$ cat config.mk
export PLATFORM = sky130hd
export DESIGN_NAME = msd_div
export DESIGN_NICKNAME = d
export VERILOG_FILES = /design/src/hdl/msd_div.sv
export SDC_FILE = /design/constraint.sdc
export NUM_CORES = 1
export LEC_CHECK = 0
export ABC_AREA = 1
export BUFFER_PORTS_ARGS = -buffer_cell sky130_fd_sc_hd__buf_2
export CAP_MARGIN = 20
export CORE_MARGIN = 5
export CORE_UTILIZATION = 45
export DETAILED_ROUTE_END_ITERATION = 12
export PLACE_DENSITY_LB_ADDON = 0.15
export SLEW_MARGIN = 10
export SYNTH_ARGS = -nofsm -noshare
export SYNTH_HDL_FRONTEND = slang
export SYNTH_SLANG_ARGS = --single-unit
$ cat constraint.sdc
create_clock -name clock -period 3.6 [get_ports clock]
set_input_delay 0.36 -clock clock [delete_from_list [all_inputs] [get_ports clock]]
set_output_delay 0.36 -clock clock [all_outputs]
set_load 0.05 [all_outputs]
$ cat src/hdl/msd_div.sv
// iterative restoring divider, one quotient bit per cycle
`default_nettype none
module msd_div #(
   parameter int DW = 64,
   parameter int NW = 13
) (
   input  wire logic          clock,
   input  wire logic          reset,
   input  wire logic          start,
   input  wire logic [DW-1:0] dividend,
   input  wire logic [NW-1:0] divisor,
   output logic               done,
   output logic [DW-1:0]      quotient,
   output logic [NW-1:0]      remainder
);
   localparam int CW = $clog2(DW + 1);

   logic          busy_ff, busy_in;
   logic          done_ff, done_in;
   logic [CW-1:0] cnt_ff, cnt_in;
   logic [DW-1:0] dvd_ff, dvd_in;
   logic [DW-1:0] quo_ff, quo_in;
   logic [NW-1:0] rem_ff, rem_in;
   logic [NW-1:0] dsr_ff, dsr_in;
   logic [NW:0]   trial;
   logic          ge;

   always_comb begin
      trial   = {rem_ff, dvd_ff[DW-1]};
      ge      = trial >= {1'b0, dsr_ff};
      busy_in = busy_ff;
      done_in = 1'b0;
      cnt_in  = cnt_ff;
      dvd_in  = dvd_ff;
      quo_in  = quo_ff;
      rem_in  = rem_ff;
      dsr_in  = dsr_ff;
      if (start) begin
         busy_in = 1'b1;
         cnt_in  = CW'(DW);
         dvd_in  = dividend;
         quo_in  = '0;
         rem_in  = '0;
         dsr_in  = divisor;
      end else if (busy_ff) begin
         rem_in = ge ? NW'(trial - {1'b0, dsr_ff}) : trial[NW-1:0];
         quo_in = {quo_ff[DW-2:0], ge};
         dvd_in = {dvd_ff[DW-2:0], 1'b0};
         cnt_in = cnt_ff - 1'b1;
         if (cnt_ff == CW'(1)) begin
            busy_in = 1'b0;
            done_in = 1'b1;
         end
      end
   end

   always_ff @(posedge clock) begin
      if (reset) begin
         busy_ff <= 1'b0;
         done_ff <= 1'b0;
      end else begin
         busy_ff <= busy_in;
         done_ff <= done_in;
      end
      cnt_ff <= cnt_in;
      dvd_ff <= dvd_in;
      quo_ff <= quo_in;
      rem_ff <= rem_in;
      dsr_ff <= dsr_in;
   end

   assign done      = done_ff;
   assign quotient  = quo_ff;
   assign remainder = rem_ff;
endmodule
`default_nettype wire

==> key figures <==
Job
  – MaxCap Viol Count: 0

Yosys
  – Part of the Yosys area used for sequential elements: between 50% and 60%
  – Net count after synthesis: between 800 and 900
  – Number of distinct library cells after synthesis: 31
  – Mean area per synthesized cell: 8.66 sq um
  – Count of state elements after synthesis: roughly 160
  – Post-Synthesis Cells: about 800
  – Count of warnings emitted by yosys: 0
  – Cell area after synthesis: slightly below 7000 sq um

Timing
  – Worst rel slew slack: approximately 30%
  – Hold slack: 0.112 ns
  – Number of setup violations in the final report: 0
  – Max Transition Viols Final: 0
  – Worst Skew: about 0.012 ns
  – Setup TNS after final layout: 0 ns
  – Achievable clock frequency: 439 MHz
  – Setup repair after global routing missed its margin: false
  – Slew at the pin with the worst max-slew slack: around 1.1 ns
  – Minimum clock period after layout: ~2.3 ns
  – Final-report hold violation count: 0
  – Part of the cycle the worst path needs: 63.2%

Global routing
  – Total global-route track usage: about 17%
  – Global-route wire length before repair: 25.1 mm
  – Largest net degree at the start of global routing: 70
  – Vias in the first global route: 5261
  – Initial antenna violation count: 0
  – Total congestion overflow after global routing: 0

Worst setup path
  – Critical path class: reg -> reg
  – Endpoint arrival time on the critical path: approximately 2.6 ns
  – Reg2Reg Launch Point: dvd_ff[63]
  – Crit start category: register
  – Kind of capture point of the worst setup path: register
  – Worst setup path startpoint: dvd_ff[63]
  – Maximum fanout along the worst path: 19
  – Required @ worst endpoint: 3.91 ns

Clocking
  – CTS resizes: 0
  – Master cell of the clock root buffer: clkbuf_16
  – TritonCTS clock tree: done
  – Clock insertion delay at the later pin of the skew report: between 0.4 and 0.5 ns
  – TritonCTS Sinks: between 150 and 200
  – CTS Buf Count: 17
  – Clock buffer depth: 2
  – H-tree levels: 4
  – Clock-pin slew of the registers on the worst-case setup and hold paths: approximately 0.07 ns
  – Setup bufs post-CTS: 0
  – # hold bufs at CTS: 0

Place
  – Post-detailed-placement half-perimeter wirelength: 10.4 mm
  – Placer congestion estimate: between 0.8 and 0.9
  – Placed cell area: between 7000 and 8000 sq um
  – IO Port Bufs: around 160

Detailed routing
  – Detailed Route Iter0 Violations: around 300
  – Total Wirelength: around 15 mm
  – Via density per instance: 4.73
  – Post-route ant nets: 0
  – Total iterations of the first detailed-routing run: 5
  – Post-detailed-route DRC marker count: 0
  – Number of vias after detailed routing: around 5500
  – WL per Instance: approximately 13 um

Die
  – Num ports: about 160
  – Die Ht: between 100 and 150 um
  – Initial cell density of the core: approximately 46%
  – Area of the die: 18000 sq um
  – CORE AREA: 15100 sq um
  – Width of the die: approximately 130 um
  – Placement Rows: 45

Cells and area
  – Final instance area: around 8500 sq um
  – Inserted Diodes: 0
  – Layout cell share with drive strength beyond 1: approximately 22%
  – Layout overhead on the synthesized area: 22.3%
  – Nets@finish: approximately 1000
  – Filler Cells Inserted: between 1000 and 1500

Run status
  – Outcome: complete, no violations

Min path
  – Worst hold path startpoint: divisor[7]
  – Worst min-delay path class: in -> reg

Power
  – Leakage power: 4.08 nW
  – Worst IR drop on VDD: ~0.00035 V
  – Power per cell area: about 490 nW/um^2
routing by layer:
layer | vias to the layer above | track usage, % | share of wire [%]
met5 | - | 0 | 0
met4 | 0 | 4.75 | 0.52
met3 | 7 | 5.36 | 6.5
met2 | 122 | 27.1 | 46
met1 | 2456 | 23.1 | 47
li1 | 2865 | - | -
cells in the mapped netlist, drive strengths merged:
master	number	area share, %
a21boi	1	0.11
a21oi	8	0.74
buf	15	0.99
clkbuf	17	0.92
dfxtp	86	25
edfxtp	77	33
fa	1	0.29
ha	15	2.7
inv	125	6.8
nand2	306	17
nand3	24	2.0
nand3b	1	0.11
nand4	13	1.4
nor2	31	1.9
nor3	2	0.14
o21ai	10	0.78
o22ai	63	5.7
or2	1	0.090
xnor2	3	0.38
xor2	2	0.25
flip-flops by register name, summed over array words and instances (netlist names):
register and cells:
dvd_ff 64, quotient 64, dsr_ff 13, remainder 13, cnt_ff 7, busy_ff 1
done 1
through the flow:
| step | power, W | setup WS [ns] | utilization (%) | instances |
|---|---|---|---|---|
| finish | 0.00417 | 1.32 | 56.0 | 1152 |
| global route | 0.00434 | 1.10 | 56.0 | 1152 |
| CTS | 0.00422 | 1.15 | 55.8 | 1150 |
| detailed placement | 0.00246 | 0.942 | 52.0 | 1118 |
| global placement | 0.00245 | 0.959 | 52.0 | 1118 |
| floorplan | 0.00234 | 0.538 | - | 801 |
logic make-up after synthesis:
family                     share of synthesized area (%)
adders and majority gates                           2.99
buffers and inverters                               8.68
DFF                                                 58.2
xor gates and xnor gates                           0.631
AOI/OAI and AO/OA                                   7.31
and+or+nand+nor                                     22.2
worst max-delay path, cell delays in order, from the launching register on:
cell and delay, ns:
edfxtp_1 0.39, inv_1 0.07, ha_1 0.13, inv_1 0.08, fa_1 0.46, nand2_1 0.12, nand3_2 0.09, nand2_2 0.21
nand3_4 0.26, nand2_1 0.20, nand2_1 0.06, nand2_1 0.05, nand2_1 0.04
cells in the final DEF, fill, tap and decap left out:
cell / count
buf_2: 157
xor2_1: 2
a21boi_0: 1
inv_4: 3
clkbuf_1: 1
buf_12: 2
nor2_1: 26
clkinv_4: 2
ha_1: 15
o22ai_1: 63
a21oi_4: 1
dfxtp_1: 86
inv_2: 7
nor3_1: 2
nand3_2: 1
xnor2_1: 3
nand2_2: 3
o21ai_2: 1
inv_6: 4
inv_1: 117
clkbuf_16: 19
clkinvlp_4: 2
or2_2: 1
nor2_2: 5
nand4_4: 1
o21ai_1: 5
nand3_1: 22
a21oi_1: 7
nand3_4: 1
buf_4: 3
buf_6: 1
inv_8: 2
o21ai_0: 4
nand4_1: 12
nand3b_1: 1
edfxtp_1: 77
nand2_1: 303
fa_1: 1
final cells by class:
cell class | count | area (sq um) | area share (%)
multi-input cells | 481 | 2300 | 27.1
clock buffers | 20 | 479 | 5.65
flip-flops and latches | 163 | 4030 | 47.6
repair buffers | 163 | 860 | 10.1
clock inverters | 12 | 103 | 1.21
inverters | 125 | 472 | 5.56
well taps | 188 | 235 | 2.77
path summary, 6_finish.rpt:
| kind | endpoint | slack, ns | depth (start not counted) |
|---|---|---|---|
| max reg2reg | remainder[9] | 1.32 | 12 |
| min reg2reg | quotient[63] | 0.45 | 2 |
| min | dsr_ff[7] | 0.11 | 1 |
| max | remainder[9] | 1.32 | 12 |
power breakdown:
group          internal [W]  switching [W]  leakage (nW)  total [W]
combinational      0.000117       0.000209          2.32   0.000326
clock              0.000987       0.000773         0.283    0.00176
sequential          0.00206      0.0000311          1.48    0.00209
total               0.00316        0.00101          4.08    0.00417
No activity file was read; power rests on OpenSTA's default activity.
