### config.mk
export PLATFORM = sky130hd
export DESIGN_NAME = msd_sqrt
export DESIGN_NICKNAME = d
export VERILOG_FILES = /design/src/hdl/msd_pkg.sv /design/src/hdl/msd_sqrt.sv
export SDC_FILE = /design/constraint.sdc
export NUM_CORES = 1
export LEC_CHECK = 0
export ABC_CLOCK_PERIOD_IN_PS = 15200
export BUFFER_PORTS_ARGS = -buffer_cell sky130_fd_sc_hd__buf_2
export CORE_MARGIN = 2
export CORE_UTILIZATION = 45
export DETAILED_ROUTE_END_ITERATION = 16
export HOLD_SLACK_MARGIN = 0.15
export PLACE_DENSITY_LB_ADDON = 0.3
export SLEW_MARGIN = 0
export SYNTH_ARGS = -nofsm -noshare
export SYNTH_HDL_FRONTEND = slang
export SYNTH_SLANG_ARGS = --single-unit
### constraint.sdc
create_clock -name clock -period 15.2 [get_ports clock]
set_input_delay 2.28 -clock clock [delete_from_list [all_inputs] [get_ports clock]]
set_output_delay 2.28 -clock clock [all_outputs]
set_load 0.02 [all_outputs]
### src/hdl/msd_pkg.sv
// shared types and constants for the mean and standard deviation block
`default_nettype none
package msd_pkg;
   localparam int FRAC_BITS = 16;
   localparam int RAD_W     = 64;
   localparam int ROOT_W    = 32;
   localparam int OUT_W     = 32;

   typedef logic [2:0] state_type;
   localparam state_type ST_LOAD = 3'd0;
   localparam state_type ST_PREP = 3'd1;
   localparam state_type ST_DIVI = 3'd2;
   localparam state_type ST_DIVM = 3'd3;
   localparam state_type ST_WALK = 3'd4;
   localparam state_type ST_DIVS = 3'd5;
   localparam state_type ST_SQRT = 3'd6;
   localparam state_type ST_EMIT = 3'd7;
endpackage
`default_nettype wire

### src/hdl/msd_sqrt.sv
// bitwise integer square root of a 64-bit radicand, one result bit per cycle
`default_nettype none
module msd_sqrt (
   input  wire logic                       clock,
   input  wire logic                       reset,
   input  wire logic                       start,
   input  wire logic [msd_pkg::RAD_W-1:0]  radicand,
   output logic                            done,
   output logic [msd_pkg::ROOT_W-1:0]      root
);
   localparam int RW = msd_pkg::RAD_W;
   localparam int CW = $clog2(msd_pkg::ROOT_W + 1);

   logic          busy_ff, busy_in;
   logic          done_ff, done_in;
   logic [CW-1:0] cnt_ff, cnt_in;
   logic [RW-1:0] val_ff, val_in;
   logic [RW-1:0] res_ff, res_in;
   logic [RW-1:0] bit_ff, bit_in;
   logic [RW-1:0] cand;

   always_comb begin
      cand    = res_ff + bit_ff;
      busy_in = busy_ff;
      done_in = 1'b0;
      cnt_in  = cnt_ff;
      val_in  = val_ff;
      res_in  = res_ff;
      bit_in  = bit_ff;
      if (start) begin
         busy_in = 1'b1;
         cnt_in  = CW'(msd_pkg::ROOT_W);
         val_in  = radicand;
         res_in  = '0;
         bit_in  = {2'b01, {(RW-2){1'b0}}};
      end else if (busy_ff) begin
         if (val_ff >= cand) begin
            val_in = val_ff - cand;
            res_in = (res_ff >> 1) + bit_ff;
         end else begin
            res_in = res_ff >> 1;
         end
         bit_in = bit_ff >> 2;
         cnt_in = cnt_ff - 1'b1;
         if (cnt_ff == CW'(1)) begin
            busy_in = 1'b0;
            done_in = 1'b1;
         end
      end
   end

   always_ff @(posedge clock) begin
      if (reset) begin
         busy_ff <= 1'b0;
         done_ff <= 1'b0;
      end else begin
         busy_ff <= busy_in;
         done_ff <= done_in;
      end
      cnt_ff <= cnt_in;
      val_ff <= val_in;
      res_ff <= res_in;
      bit_ff <= bit_in;
   end

   assign done = done_ff;
   assign root = res_ff[msd_pkg::ROOT_W-1:0];
endmodule
`default_nettype wire

==> results of run 1 <==
per-stage QoR:
stage	power [uW]	util, %	hold slack, ns	std cells	cell area [sq um]
after global placement	2114	47.01	0.4851	2436	16200
after floorplan	1792	-	0.4685	2010	15680
after detailed placement	2133	47.01	0.4922	2436	16200
after CTS	2608	48.76	0.5019	2468	16800
final	2617	48.76	0.5053	2468	16800
after global routing	2808	48.76	0.5614	2468	16800
sequential cells by signal, summed over array words and instances, names as in the netlist:
register and count:
bit_ff 32, busy_ff 1, cnt_ff 6, done 1
res_ff 64, val_ff 64
path summary, 6_finish.rpt:
path,start,end,slack [ns],depth (start not counted)
min reg2reg,cnt_ff[1]$_SDFFE_PP0P_,cnt_ff[1]$_SDFFE_PP0P_,0.51,2
max,res_ff[2]$_SDFFE_PP0P_,res_ff[47]$_SDFFE_PP0P_,8.04,20
min,cnt_ff[1]$_SDFFE_PP0P_,cnt_ff[1]$_SDFFE_PP0P_,0.51,2
max reg2reg,res_ff[2]$_SDFFE_PP0P_,res_ff[47]$_SDFFE_PP0P_,8.04,20
cells by family after synthesis:
kind of cell | count (synthesis) | share of synthesized area, %
buf+inv | 183 | 5.234
xor+xnor | 151 | 8.434
mux | 39 | 2.529
compound gates | 657 | 27.39
fa+ha+maj | 133 | 10.66
simple gates | 679 | 20.22
flops | 168 | 25.53
per-layer routing:
metal | share of wire, % | GRT usage [%] | routed length (um)
met5 | 0 | 0 | 0
met1 | 46 | 33.40 | 21160
met3 | 5.5 | 3.975 | 2536
met2 | 46 | 42.43 | 21160
met4 | 3.1 | 9.750 | 1428
tightest hold or removal path: cells and delay by family, from the launching register on:
kind	cells	cell delay, ns
flip-flops	1	0.33
AO/OA/AOI/OAI	1	0.05
AND/OR/NAND/NOR	1	0.08
cells in the final DEF, fill, tap and decap left out, types with 44 or more instances in the layout:
master,n
sky130_fd_sc_hd__a21o_1,45
sky130_fd_sc_hd__xor2_1,82
sky130_fd_sc_hd__edfxtp_1,64
sky130_fd_sc_hd__o21ai_0,177
sky130_fd_sc_hd__ha_1,132
sky130_fd_sc_hd__a31oi_1,61
sky130_fd_sc_hd__dfxtp_1,103
sky130_fd_sc_hd__a21oi_1,116
sky130_fd_sc_hd__nand4_1,44
sky130_fd_sc_hd__buf_2,98
sky130_fd_sc_hd__nor2_1,190
sky130_fd_sc_hd__nand2_1,225
sky130_fd_sc_hd__nand3_1,44
sky130_fd_sc_hd__xnor2_1,69
power groups by stage:
stage	clock, uW	sequential [uW]	combinational (uW)
2_1_floorplan	0	664	1130
3_3_place_gp	0	705	1410
3_5_place_dp	0	703	1430
4_1_cts	473	698	1440
5_1_grt	489	712	1610
6_report	465	700	1450
layout make-up:
type                    count  area [sq um]
clock inverters            12         133.9
well taps                 455         569.3
inverters                  44         165.2
repair buffers            110         584.3
multi-input cells        1659         10870
flip-flops and latches    168          4008
fillers                  3430         17660
clock buffers              20         467.9
==> flow_metrics.py, run 1 <==
metrics = {
    "critical_path": {
        "crit_fanout": 32,
        "required_ns": 15.53,
        "worst_ep_arrival_time_ns": 7.50,
        "crit_path_cells": "ha_1, a31oi_1, o21bai_1, a211oi_1, o31a_1, nor2_1, a31oi_1, o21ai_0, xnor2_1, ha_1, nand2_1, or3_1, or3_1, a31o_1, a211oi_4, buf_4, or2_1, buf_4, o21ai_0, a2111oi_0",
        "startpoint_type": "flop",
        "path_buf_inv": 2,
        "critPathTopFamily": "compound AO/OA/AOI/OAI gates",
        "critical_path.max_stage_delay_ns": 0.74,
        "worst_path_max_delay_cell": "sky130_fd_sc_hd__a211oi_1",
        "critical_path_class": "flop to flop",
        "cp-end-kind": "flop",
    },
    "logic_synthesis": {
        "yosysSeqAreaShare_pct": 25.53,
        "syn_inst": 2010,
        "ys_seq_elements": 168,
        "ys.warnings.count": 0,
        "netlist_area_sq_um": 15680,
        "synth.cells.most_frequent": "sky130_fd_sc_hd__nand2_1 (225), sky130_fd_sc_hd__nor2_1 (190), sky130_fd_sc_hd__o21ai_0 (178)",
        "synth_cell_type_count": 81,
        "most_common_cell_in_the_synthesized_netlist": "sky130_fd_sc_hd__nand2_1",
        "synthDominantAreaCellType": "sky130_fd_sc_hd__dfxtp_1",
        "synth-edff-count": 64,
        "ys_top_cells_by_area": "sky130_fd_sc_hd__dfxtp_1 (13%), sky130_fd_sc_hd__edfxtp_1 (12%), sky130_fd_sc_hd__ha_1 (11%)",
        "async_flop_share_pct": 0,
        "postSynth.topFlopCell": "sky130_fd_sc_hd__dfxtp_1",
        "synth_top_area_share_pct": 13.28,
        "post_synth.cell_area_avg_sq_um": 7.802,
        "synth.net_count": 2210,
    },
    "cts": {
        "worstSkewPairLatency_ns": 0.46,
        "root_buffer": "sky130_fd_sc_hd__clkbuf_16",
        "number_of_clock_sinks": 168,
        "cts-hold-fix-buffers": 0,
        "numCtsBuffers": 17,
        "post_cts.repair.setup_buffers": 0,
        "clk_path_buf_depth": 2,
        "clock_tree_from_tritoncts": "yes",
        "h-tree-depth": 4,
        "cts_clock_pin_slew_for_the_worst_setup_and_hold_paths_ns": 0.07,
        "ctsResizeCount": 0,
    },
    "pwr": {
        "sequentialPowerShare_pct": 26.7,
        "internal-power_uw": 1422,
        "power.combinational.fraction_pct": 55.5,
        "power_switching_share_pct": 45.66,
        "peakVddDrop_mv": 0.08120,
        "part_of_the_total_power_dissipated_in_the_clock_network_pct": 17.8,
        "cellPowerDensity_nw_per_um2": 155.7,
        "power_leakage_uw": 0.006433,
        "net-switching-power_uw": 1195,
    },
    "global_routing": {
        "grt_pass1_wl_um": 74660,
        "first_global_vias": 14250,
        "globalRouteOverflowTotal": 0,
        "grt_antenna_before_repair": 0,
        "grt_start_max_net_pins": 104,
        "global_route.usage.total_pct": 25.59,
    },
    "worst_hold_path": {
        "worst_hold_check_path_type": "flop to flop",
    },
    "detailed_routing": {
        "finalWirelength_um": 46290,
        "final_antenna_net_count": 0,
        "avgViaCountPerCell": 6.066,
        "remaining_drc_errors": 0,
        "detail_route.iter0.violations": 1026,
        "routed_len_inst_um": 18.76,
        "firstDrtPassIters": 5,
        "routed-via-count": 14970,
    },
    "placed_design": {
        "detailedPlace.worstSlack_ns": 8.207,
        "dp.final_hpwl_um": 35200,
        "i_o_buffers": 99,
        "replace_congestion": 0.9629,
    },
    "sta": {
        "drv_slew": 0,
        "max_clock_freq_ghz": 0.1396,
        "timing.max_slew.rel_slack_pct": 19.93,
        "setup_total_negative_slack_ns": 0,
        "rsz0062_at_grt": "no",
        "fin_crit_sh_pct": 47.12,
        "timing.clock.skew_ns": 0.01931,
        "fin_crit_ns": 7.162,
        "worstMarginPinSlew_ns": 1.185,
        "setup_viol": 0,
        "finalHoldViolations": 0,
        "final.setup.worst_slack_ns": 8.038,
    },
    "floorplanning": {
        "dieHeight_um": 190.7,
        "ios": 100,
        "floorplan.die.width_um": 190.7,
        "total_core_area_sq_um": 34460,
        "initial_core_utilization_pct": 45.51,
        "placementRows": 68,
        "die_area_sq_um": 36360,
    },
    "final_layout": {
        "final_layout_size_suffix_gt1_share_pct": 8.942,
        "synthToLayoutAreaGrowth_pct": 7.141,
        "num_antenna_cells": 0,
        "design.final.nets": 2200,
    },
    "outcome": {
        "outcome": "completed",
    },
    "job": {
        "maxCapViolCount": 0,
    },
}
No activity file was read; power rests on OpenSTA's default activity.
==> inputs of run 2 (changes only) <==
Settings changed: ABC_CLOCK_PERIOD_IN_PS 15200 to 7200.
Clock period 15.2 ns to 7.2 ns, I/O delays scaled along.
==> run 2 against run 1 <==
First-iteration DRC count rose by 18%. Register-to-register slack got worse by 7.3 ns. Cell count up 0.28%. Clock skew is 0.0078 ns lower. Sequential share of layout area down 0.12 points. Sequential power up 110%. Worst hold slack got worse by 0.0094 ns. Non-clock buffer count grew 7. Critical path type unchanged. Fmax is 11% higher. Largest cell class unchanged. Global-route usage about the same. Critical path depth unchanged. Utilization rose by 0.24 points.
==> flow_metrics.py, run 2 (synthesis results as in run 1) <==
metrics = {
    "sta": {
        "rsz0062_at_grt": "no",
        "finalHoldViolations": 0,
        "fin_crit_sh_pct": 89.24,
        "setup_total_negative_slack_ns": 0,
        "timing.max_slew.rel_slack_pct": 37.21,
        "max_clock_freq_ghz": 0.1556,
        "fin_crit_ns": 6.425,
        "setup_viol": 0,
        "worstMarginPinSlew_ns": 0.9360,
        "timing.clock.skew_ns": 0.01148,
        "drv_slew": 0,
    },
    "cts": {
        "number_of_clock_sinks": 168,
        "clock_tree_from_tritoncts": "yes",
        "cts-hold-fix-buffers": 0,
        "clk_path_buf_depth": 2,
        "h-tree-depth": 4,
        "worstSkewPairLatency_ns": 0.46,
        "post_cts.repair.setup_buffers": 0,
        "root_buffer": "sky130_fd_sc_hd__clkbuf_16",
        "cts_clock_pin_slew_for_the_worst_setup_and_hold_paths_ns": 0.07,
        "numCtsBuffers": 17,
    },
    "final_layout": {
        "multi_input_area_sq_um": 10880,
        "final_layout_size_suffix_gt1_share_pct": 9.356,
        "num_antenna_cells": 0,
        "final_common_cell": "sky130_fd_sc_hd__nand2_1",
        "most_used_cells_in_the_layout_excluding_fill_and_tap_cells": "sky130_fd_sc_hd__nand2_1 (225), sky130_fd_sc_hd__nor2_1 (190), sky130_fd_sc_hd__o21ai_0 (177)",
        "filler_cell_count": 3363,
        "finish.utilization_pct": 49.00,
        "synthToLayoutAreaGrowth_pct": 7.675,
        "largestRegisters": "res_ff (64), val_ff (64), bit_ff (32)",
        "sequential_cell_area_sq_um": 4008,
        "design.final.nets": 2207,
    },
    "pwr": {
        "power.combinational.fraction_pct": 55.6,
        "sequentialPowerShare_pct": 26.4,
        "peakVddDrop_mv": 0.1745,
        "power_switching_share_pct": 45.55,
        "internal-power_uw": 3032,
        "cellPowerDensity_nw_per_um2": 329.7,
        "part_of_the_total_power_dissipated_in_the_clock_network_pct": 18.0,
        "power_leakage_uw": 0.006479,
        "net-switching-power_uw": 2536,
    },
    "floorplanning": {
        "floorplan.die.width_um": 190.7,
        "total_core_area_sq_um": 34460,
        "placementRows": 68,
        "dieHeight_um": 190.7,
        "initial_core_utilization_pct": 45.51,
        "ios": 100,
        "die_area_sq_um": 36360,
    },
    "placed_design": {
        "replace_congestion": 0.9658,
        "dp.final_hpwl_um": 34900,
        "i_o_buffers": 99,
    },
    "critical_path": {
        "crit_fanout": 31,
        "critical_path_class": "flop to flop",
        "startpoint_type": "flop",
        "cp-end-kind": "flop",
        "worst_ep_arrival_time_ns": 6.75,
        "required_ns": 7.53,
    },
    "detailed_routing": {
        "detail_route.iter0.violations": 1208,
        "firstDrtPassIters": 5,
        "finalWirelength_um": 46440,
        "routed_len_inst_um": 18.76,
        "topRoutingLayerUsed": "met4",
        "detailroute.wirelength.met3_um": 2701,
        "remaining_drc_errors": 0,
        "avgViaCountPerCell": 6.088,
        "routed-via-count": 15070,
        "wl_met2_um": 21350,
        "routedLengthMet1_um": 21250,
        "final_antenna_net_count": 0,
    },
    "global_routing": {
        "globalRouteOverflowTotal": 0,
        "global_route.usage.total_pct": 25.60,
        "grt_antenna_before_repair": 0,
        "first_global_vias": 14300,
        "grt_pass1_wl_um": 74760,
        "grt_start_max_net_pins": 105,
    },
    "worst_hold_path": {
        "worst_hold_check_path_type": "flop to flop",
    },
    "outcome": {
        "outcome": "completed",
    },
    "job": {
        "maxCapViolCount": 0,
    },
}
run 2: cell types whose count changed in the layout (fill, tap and decap cells not counted), sizes merged:
cell / delta
buf: +7
bufinv: +1
clkbuf: -3
clkinv: +3
inv: -1
run 2: final cells by class:
class                   count  share of cell area [%]
clock buffers              17                   2.519
clock inverters            15                   1.119
inverters                  44                  0.9781
multi-input cells        1659                   64.43
flip-flops and latches    168                   23.73
well taps                 455                   3.372
repair buffers            117                   3.846
run 2: power groups by stage:
stage	Sequential, uW	Clock [uW]	Combinational (uW)
finish	1470	1000	3090
global route	1500	1060	3440
CTS	1470	1020	3060
detailed placement	1480	0	3050
global placement	1480	0	3000
floorplan	1390	0	2380
run 2: critical path, cell delays in order (launching register included):
cell and delay [ns]:
sky130_fd_sc_hd__dfxtp_1 0.42, sky130_fd_sc_hd__ha_1 0.31, sky130_fd_sc_hd__a31oi_1 0.28, sky130_fd_sc_hd__o21bai_1 0.20, sky130_fd_sc_hd__a211oi_2 0.44, sky130_fd_sc_hd__o31a_1 0.31, sky130_fd_sc_hd__nor2_1 0.12, sky130_fd_sc_hd__a31oi_1 0.40
sky130_fd_sc_hd__o21ai_0 0.21, sky130_fd_sc_hd__xnor2_1 0.17, sky130_fd_sc_hd__ha_1 0.44, sky130_fd_sc_hd__nand2_1 0.13, sky130_fd_sc_hd__or3_1 0.41, sky130_fd_sc_hd__or3_1 0.38, sky130_fd_sc_hd__a31o_1 0.29, sky130_fd_sc_hd__a211oi_4 0.41
sky130_fd_sc_hd__buf_4 0.40, sky130_fd_sc_hd__or2_1 0.17, sky130_fd_sc_hd__buf_4 0.27, sky130_fd_sc_hd__o21ai_0 0.13, sky130_fd_sc_hd__a2111oi_0 0.40
run 2: worst paths after layout:
path | startpoint | depth (start not counted) | slack [ns] | end
max | res_ff[2]$_SDFFE_PP0P_ | 20 | 0.77 | res_ff[43]$_SDFFE_PP0P_
min | cnt_ff[1]$_SDFFE_PP0P_ | 2 | 0.50 | cnt_ff[1]$_SDFFE_PP0P_
max reg2reg | res_ff[2]$_SDFFE_PP0P_ | 20 | 0.77 | res_ff[43]$_SDFFE_PP0P_
min reg2reg | cnt_ff[1]$_SDFFE_PP0P_ | 2 | 0.50 | cnt_ff[1]$_SDFFE_PP0P_
run 2: timing repair:
action / in CTS / in global routing
endpoints found under the setup margin: 0 / 63
hold endpoints to repair: 0 / 0
resized for setup: 0 / 2
run 2: stage by stage:
stage | power, uW | instance area [sq um] | setup slack (ns) | hold WS, ns | instances
5_1_grt | 5996 | 16880 | 0.1168 | 0.5393 | 2475
2_1_floorplan | 3777 | 15690 | 0.4187 | 0.4685 | 2010
3_3_place_gp | 4487 | 16260 | 0.7192 | 0.4809 | 2443
6_report | 5568 | 16880 | 0.7747 | 0.4960 | 2475
4_1_cts | 5549 | 16880 | 0.5268 | 0.5031 | 2475
3_5_place_dp | 4527 | 16260 | 0.5681 | 0.4930 | 2443
run 2: per-layer routing:
layer	up-vias	GRT usage, %
li1	7445	-
met1	7117	34.05
met2	447	42.18
met3	58	4.490
met4	0	7.812
met5	-	0
==> inputs of run 3 (changes only) <==
Settings changed: RECOVER_POWER set to 100.
==> run 3 against run 2 <==
The flow now finishes with violations (max-capacitance violations, max-slew violations). Via count rose by 0.52%. Global-route usage unchanged. Setup slack lost 0.091 ns. Register-to-register slack worse by 0.09 ns. Cell area is 0.47% lower. Count of clock-buffer cells in the layout unchanged. Flip-flop and latch count stayed put. Critical path type unchanged. Highest routed layer unchanged.
==> flow_metrics.py, run 3 (synthesis results as in run 1) <==
metrics = {
    "cts": {
        "h-tree-depth": 4,
        "numCtsBuffers": 17,
        "root_buffer": "sky130_fd_sc_hd__clkbuf_16",
        "clk_path_buf_depth": 2,
        "cts_clock_pin_slew_for_the_worst_setup_and_hold_paths_ns": 0.07,
        "post_cts.repair.setup_buffers": 0,
        "worstSkewPairLatency_ns": 0.46,
        "number_of_clock_sinks": 168,
        "clock_tree_from_tritoncts": "yes",
    },
    "final_layout": {
        "most_used_cells_in_the_layout_excluding_fill_and_tap_cells": "sky130_fd_sc_hd__nand2_1 (225), sky130_fd_sc_hd__nor2_1 (190), sky130_fd_sc_hd__o21ai_0 (178)",
        "largestRegisters": "res_ff (64), val_ff (64), bit_ff (32)",
        "synthToLayoutAreaGrowth_pct": 7.173,
        "final_layout_size_suffix_gt1_share_pct": 7.525,
        "filler_cell_count": 3378,
        "postLayoutCellArea_sq_um": 16810,
        "finalNonFillerCells": 2475,
        "design.final.nets": 2207,
        "final_common_cell": "sky130_fd_sc_hd__nand2_1",
        "num_antenna_cells": 0,
        "sequential_cell_area_sq_um": 4008,
        "multi_input_area_sq_um": 10880,
    },
    "sta": {
        "rsz0062_at_grt": "no",
        "worstMarginPinSlew_ns": 4.366,
        "finalHoldViolations": 0,
        "fin_crit_ns": 6.517,
        "setup_total_negative_slack_ns": 0,
        "timing.clock.skew_ns": 0.01735,
        "drv_slew": 124,
        "fin_crit_sh_pct": 90.51,
        "setup_viol": 0,
        "max_clock_freq_ghz": 0.1535,
        "final.setup.worst_slack_ns": 0.6834,
        "timing.max_slew.rel_slack_pct": -191.1,
    },
    "critical_path": {
        "required_ns": 7.52,
        "crit_path_cells": "ha_1, a31oi_1, o21bai_1, a211oi_2, o31a_1, o21ai_0, buf_4, a2111oi_1, o21ai_0, a21oi_1, xor2_1, ha_1, nand2_1, nor2_1, nand3_1, nor2_1, nand2_1, a211oi_4, buf_4, or2_1, clkbuf_2, o311ai_0, a311oi_1",
        "critical_path_class": "flop to flop",
        "worst_ep_arrival_time_ns": 6.84,
        "path_buf_inv": 3,
        "critPathTopFamily": "compound AO/OA/AOI/OAI gates",
        "critical_path.max_stage_delay_ns": 0.55,
        "cp-end-kind": "flop",
        "worst_path_max_delay_cell": "sky130_fd_sc_hd__a2111oi_1",
        "setup.reg_to_reg.worst_slack_ns": 0.68,
        "critical_path.startpoint": "res_ff[2]$_SDFFE_PP0P_",
        "crit_fanout": 31,
        "reg_to_reg_critical_path_endpoint": "res_ff[14]$_SDFFE_PP0P_",
        "worst_r2r_startpoint": "res_ff[2]$_SDFFE_PP0P_",
        "worst_r2r_path_depth": 23,
        "startpoint_type": "flop",
    },
    "detailed_routing": {
        "firstDrtPassIters": 5,
        "remaining_drc_errors": 0,
        "avgViaCountPerCell": 6.120,
        "finalWirelength_um": 46440,
        "detail_route.iter0.violations": 1097,
        "routed-via-count": 15150,
        "routed_len_inst_um": 18.76,
        "final_antenna_net_count": 0,
    },
    "global_routing": {
        "grt_antenna_before_repair": 0,
        "first_global_vias": 14300,
        "globalRouteOverflowTotal": 0,
        "grt_pass1_wl_um": 74760,
        "grt_start_max_net_pins": 105,
        "global_route.usage.total_pct": 25.60,
    },
    "worst_hold_path": {
        "holdCritStartpoint": "cnt_ff[1]$_SDFFE_PP0P_",
        "worst_hold_check_path_type": "flop to flop",
        "hold_path_stages": 2,
        "worst_case_hold_path_end_point": "cnt_ff[1]$_SDFFE_PP0P_",
    },
    "outcome": {
        "outcome": "finished with violations",
        "violated_checks": "max-capacitance violations, max-slew violations",
    },
    "placed_design": {
        "placement_stage_cell_area_sq_um": 16260,
        "replace_congestion": 0.9658,
        "dp_cell_count": 2443,
        "i_o_buffers": 99,
        "dp.final_hpwl_um": 34900,
        "detailedPlace.worstSlack_ns": 0.5681,
    },
    "floorplanning": {
        "initial_core_utilization_pct": 45.51,
        "die_area_sq_um": 36360,
        "floorplan.die.width_um": 190.7,
        "total_core_area_sq_um": 34460,
        "ios": 100,
        "placementRows": 68,
        "dieHeight_um": 190.7,
    },
    "pwr": {
        "cellPowerDensity_nw_per_um2": 330.9,
        "power_leakage_uw": 0.006324,
        "power.combinational.fraction_pct": 55.4,
        "internal-power_uw": 3015,
        "part_of_the_total_power_dissipated_in_the_clock_network_pct": 18.1,
        "net-switching-power_uw": 2546,
        "power_switching_share_pct": 45.78,
        "peakVddDrop_mv": 0.1752,
        "sequentialPowerShare_pct": 26.5,
    },
    "job": {
        "maxCapViolCount": 2,
    },
}
run 3: changes by cell type in the layout (fill, tap and decap cells not counted), sizes merged:
cell | previous run | this run
buf | 117 | 76
clkbuf | 17 | 58
run 3: final cells by class:
cell class	count	share of cell area, %
flip-flops and latches	168	23.85
multi-input cells	1659	64.73
inverters	44	0.9827
well taps	455	3.387
repair buffers	117	3.395
clock inverters	15	1.124
clock buffers	17	2.531
run 3: worst reg2reg max path: stages (launching register included):
cell and delay (ns):
sky130_fd_sc_hd__dfxtp_1 0.42, sky130_fd_sc_hd__ha_1 0.31, sky130_fd_sc_hd__a31oi_1 0.28, sky130_fd_sc_hd__o21bai_1 0.20
sky130_fd_sc_hd__a211oi_2 0.44, sky130_fd_sc_hd__o31a_1 0.30, sky130_fd_sc_hd__o21ai_0 0.14, sky130_fd_sc_hd__buf_4 0.17
sky130_fd_sc_hd__a2111oi_1 0.55, sky130_fd_sc_hd__o21ai_0 0.22, sky130_fd_sc_hd__a21oi_1 0.23, sky130_fd_sc_hd__xor2_1 0.10
sky130_fd_sc_hd__ha_1 0.44, sky130_fd_sc_hd__nand2_1 0.11, sky130_fd_sc_hd__nor2_1 0.22, sky130_fd_sc_hd__nand3_1 0.17
sky130_fd_sc_hd__nor2_1 0.16, sky130_fd_sc_hd__nand2_1 0.12, sky130_fd_sc_hd__a211oi_4 0.34, sky130_fd_sc_hd__buf_4 0.41
sky130_fd_sc_hd__or2_1 0.18, sky130_fd_sc_hd__clkbuf_2 0.35, sky130_fd_sc_hd__o311ai_0 0.23, sky130_fd_sc_hd__a311oi_1 0.28
run 3: how the worst max path moves through the flow:
stage | endpoint | slack [ns] | cells after the start
global placement | res_ff[62]$_SDFFE_PP0P_ | 0.72 | 22
global route | res_ff[14]$_SDFFE_PP0P_ | 0.07 | 23
finish | res_ff[14]$_SDFFE_PP0P_ | 0.68 | 23
detailed placement | res_ff[43]$_SDFFE_PP0P_ | 0.57 | 23
CTS | res_ff[43]$_SDFFE_PP0P_ | 0.53 | 23
floorplan | val_ff[0]$_DFFE_PP_ | 0.42 | 20
run 3: routing by layer:
metal | up-vias | routed length [um] | GRT usage (%)
met1 | 7164 | 21230 | 34.05
met2 | 471 | 21310 | 42.18
met4 | 0 | 1133 | 7.812
li1 | 7448 | - | -
met3 | 63 | 2773 | 4.490
met5 | - | 0 | 0
run 3: repair_timing:
| action | 4_1_cts | 5_1_grt |
|---|---|---|
| setup endpoints to repair | 0 | 63 |
| gates resized for setup | 0 | 2 |
| hold buffers | 0 | 0 |
| endpoints found under the hold margin | 0 | 0 |
run 3: power groups by stage:
| stage | Clock, uW | Sequential, uW | Combinational [uW] |
|---|---|---|---|
| after floorplan | 0 | 1390 | 2380 |
| after global placement | 0 | 1480 | 3000 |
| after detailed placement | 0 | 1480 | 3050 |
| after CTS | 1020 | 1470 | 3060 |
| after global routing | 1060 | 1500 | 3420 |
| final | 1010 | 1470 | 3080 |
run 3: stage by stage:
stage,utilization (%),total power (uW),hold slack (ns)
after floorplan,-,3777,0.4685
after global placement,47.20,4487,0.4809
after detailed placement,47.20,4527,0.4930
after CTS,48.98,5549,0.5031
after global routing,48.77,5980,0.5393
final,48.77,5561,0.4966
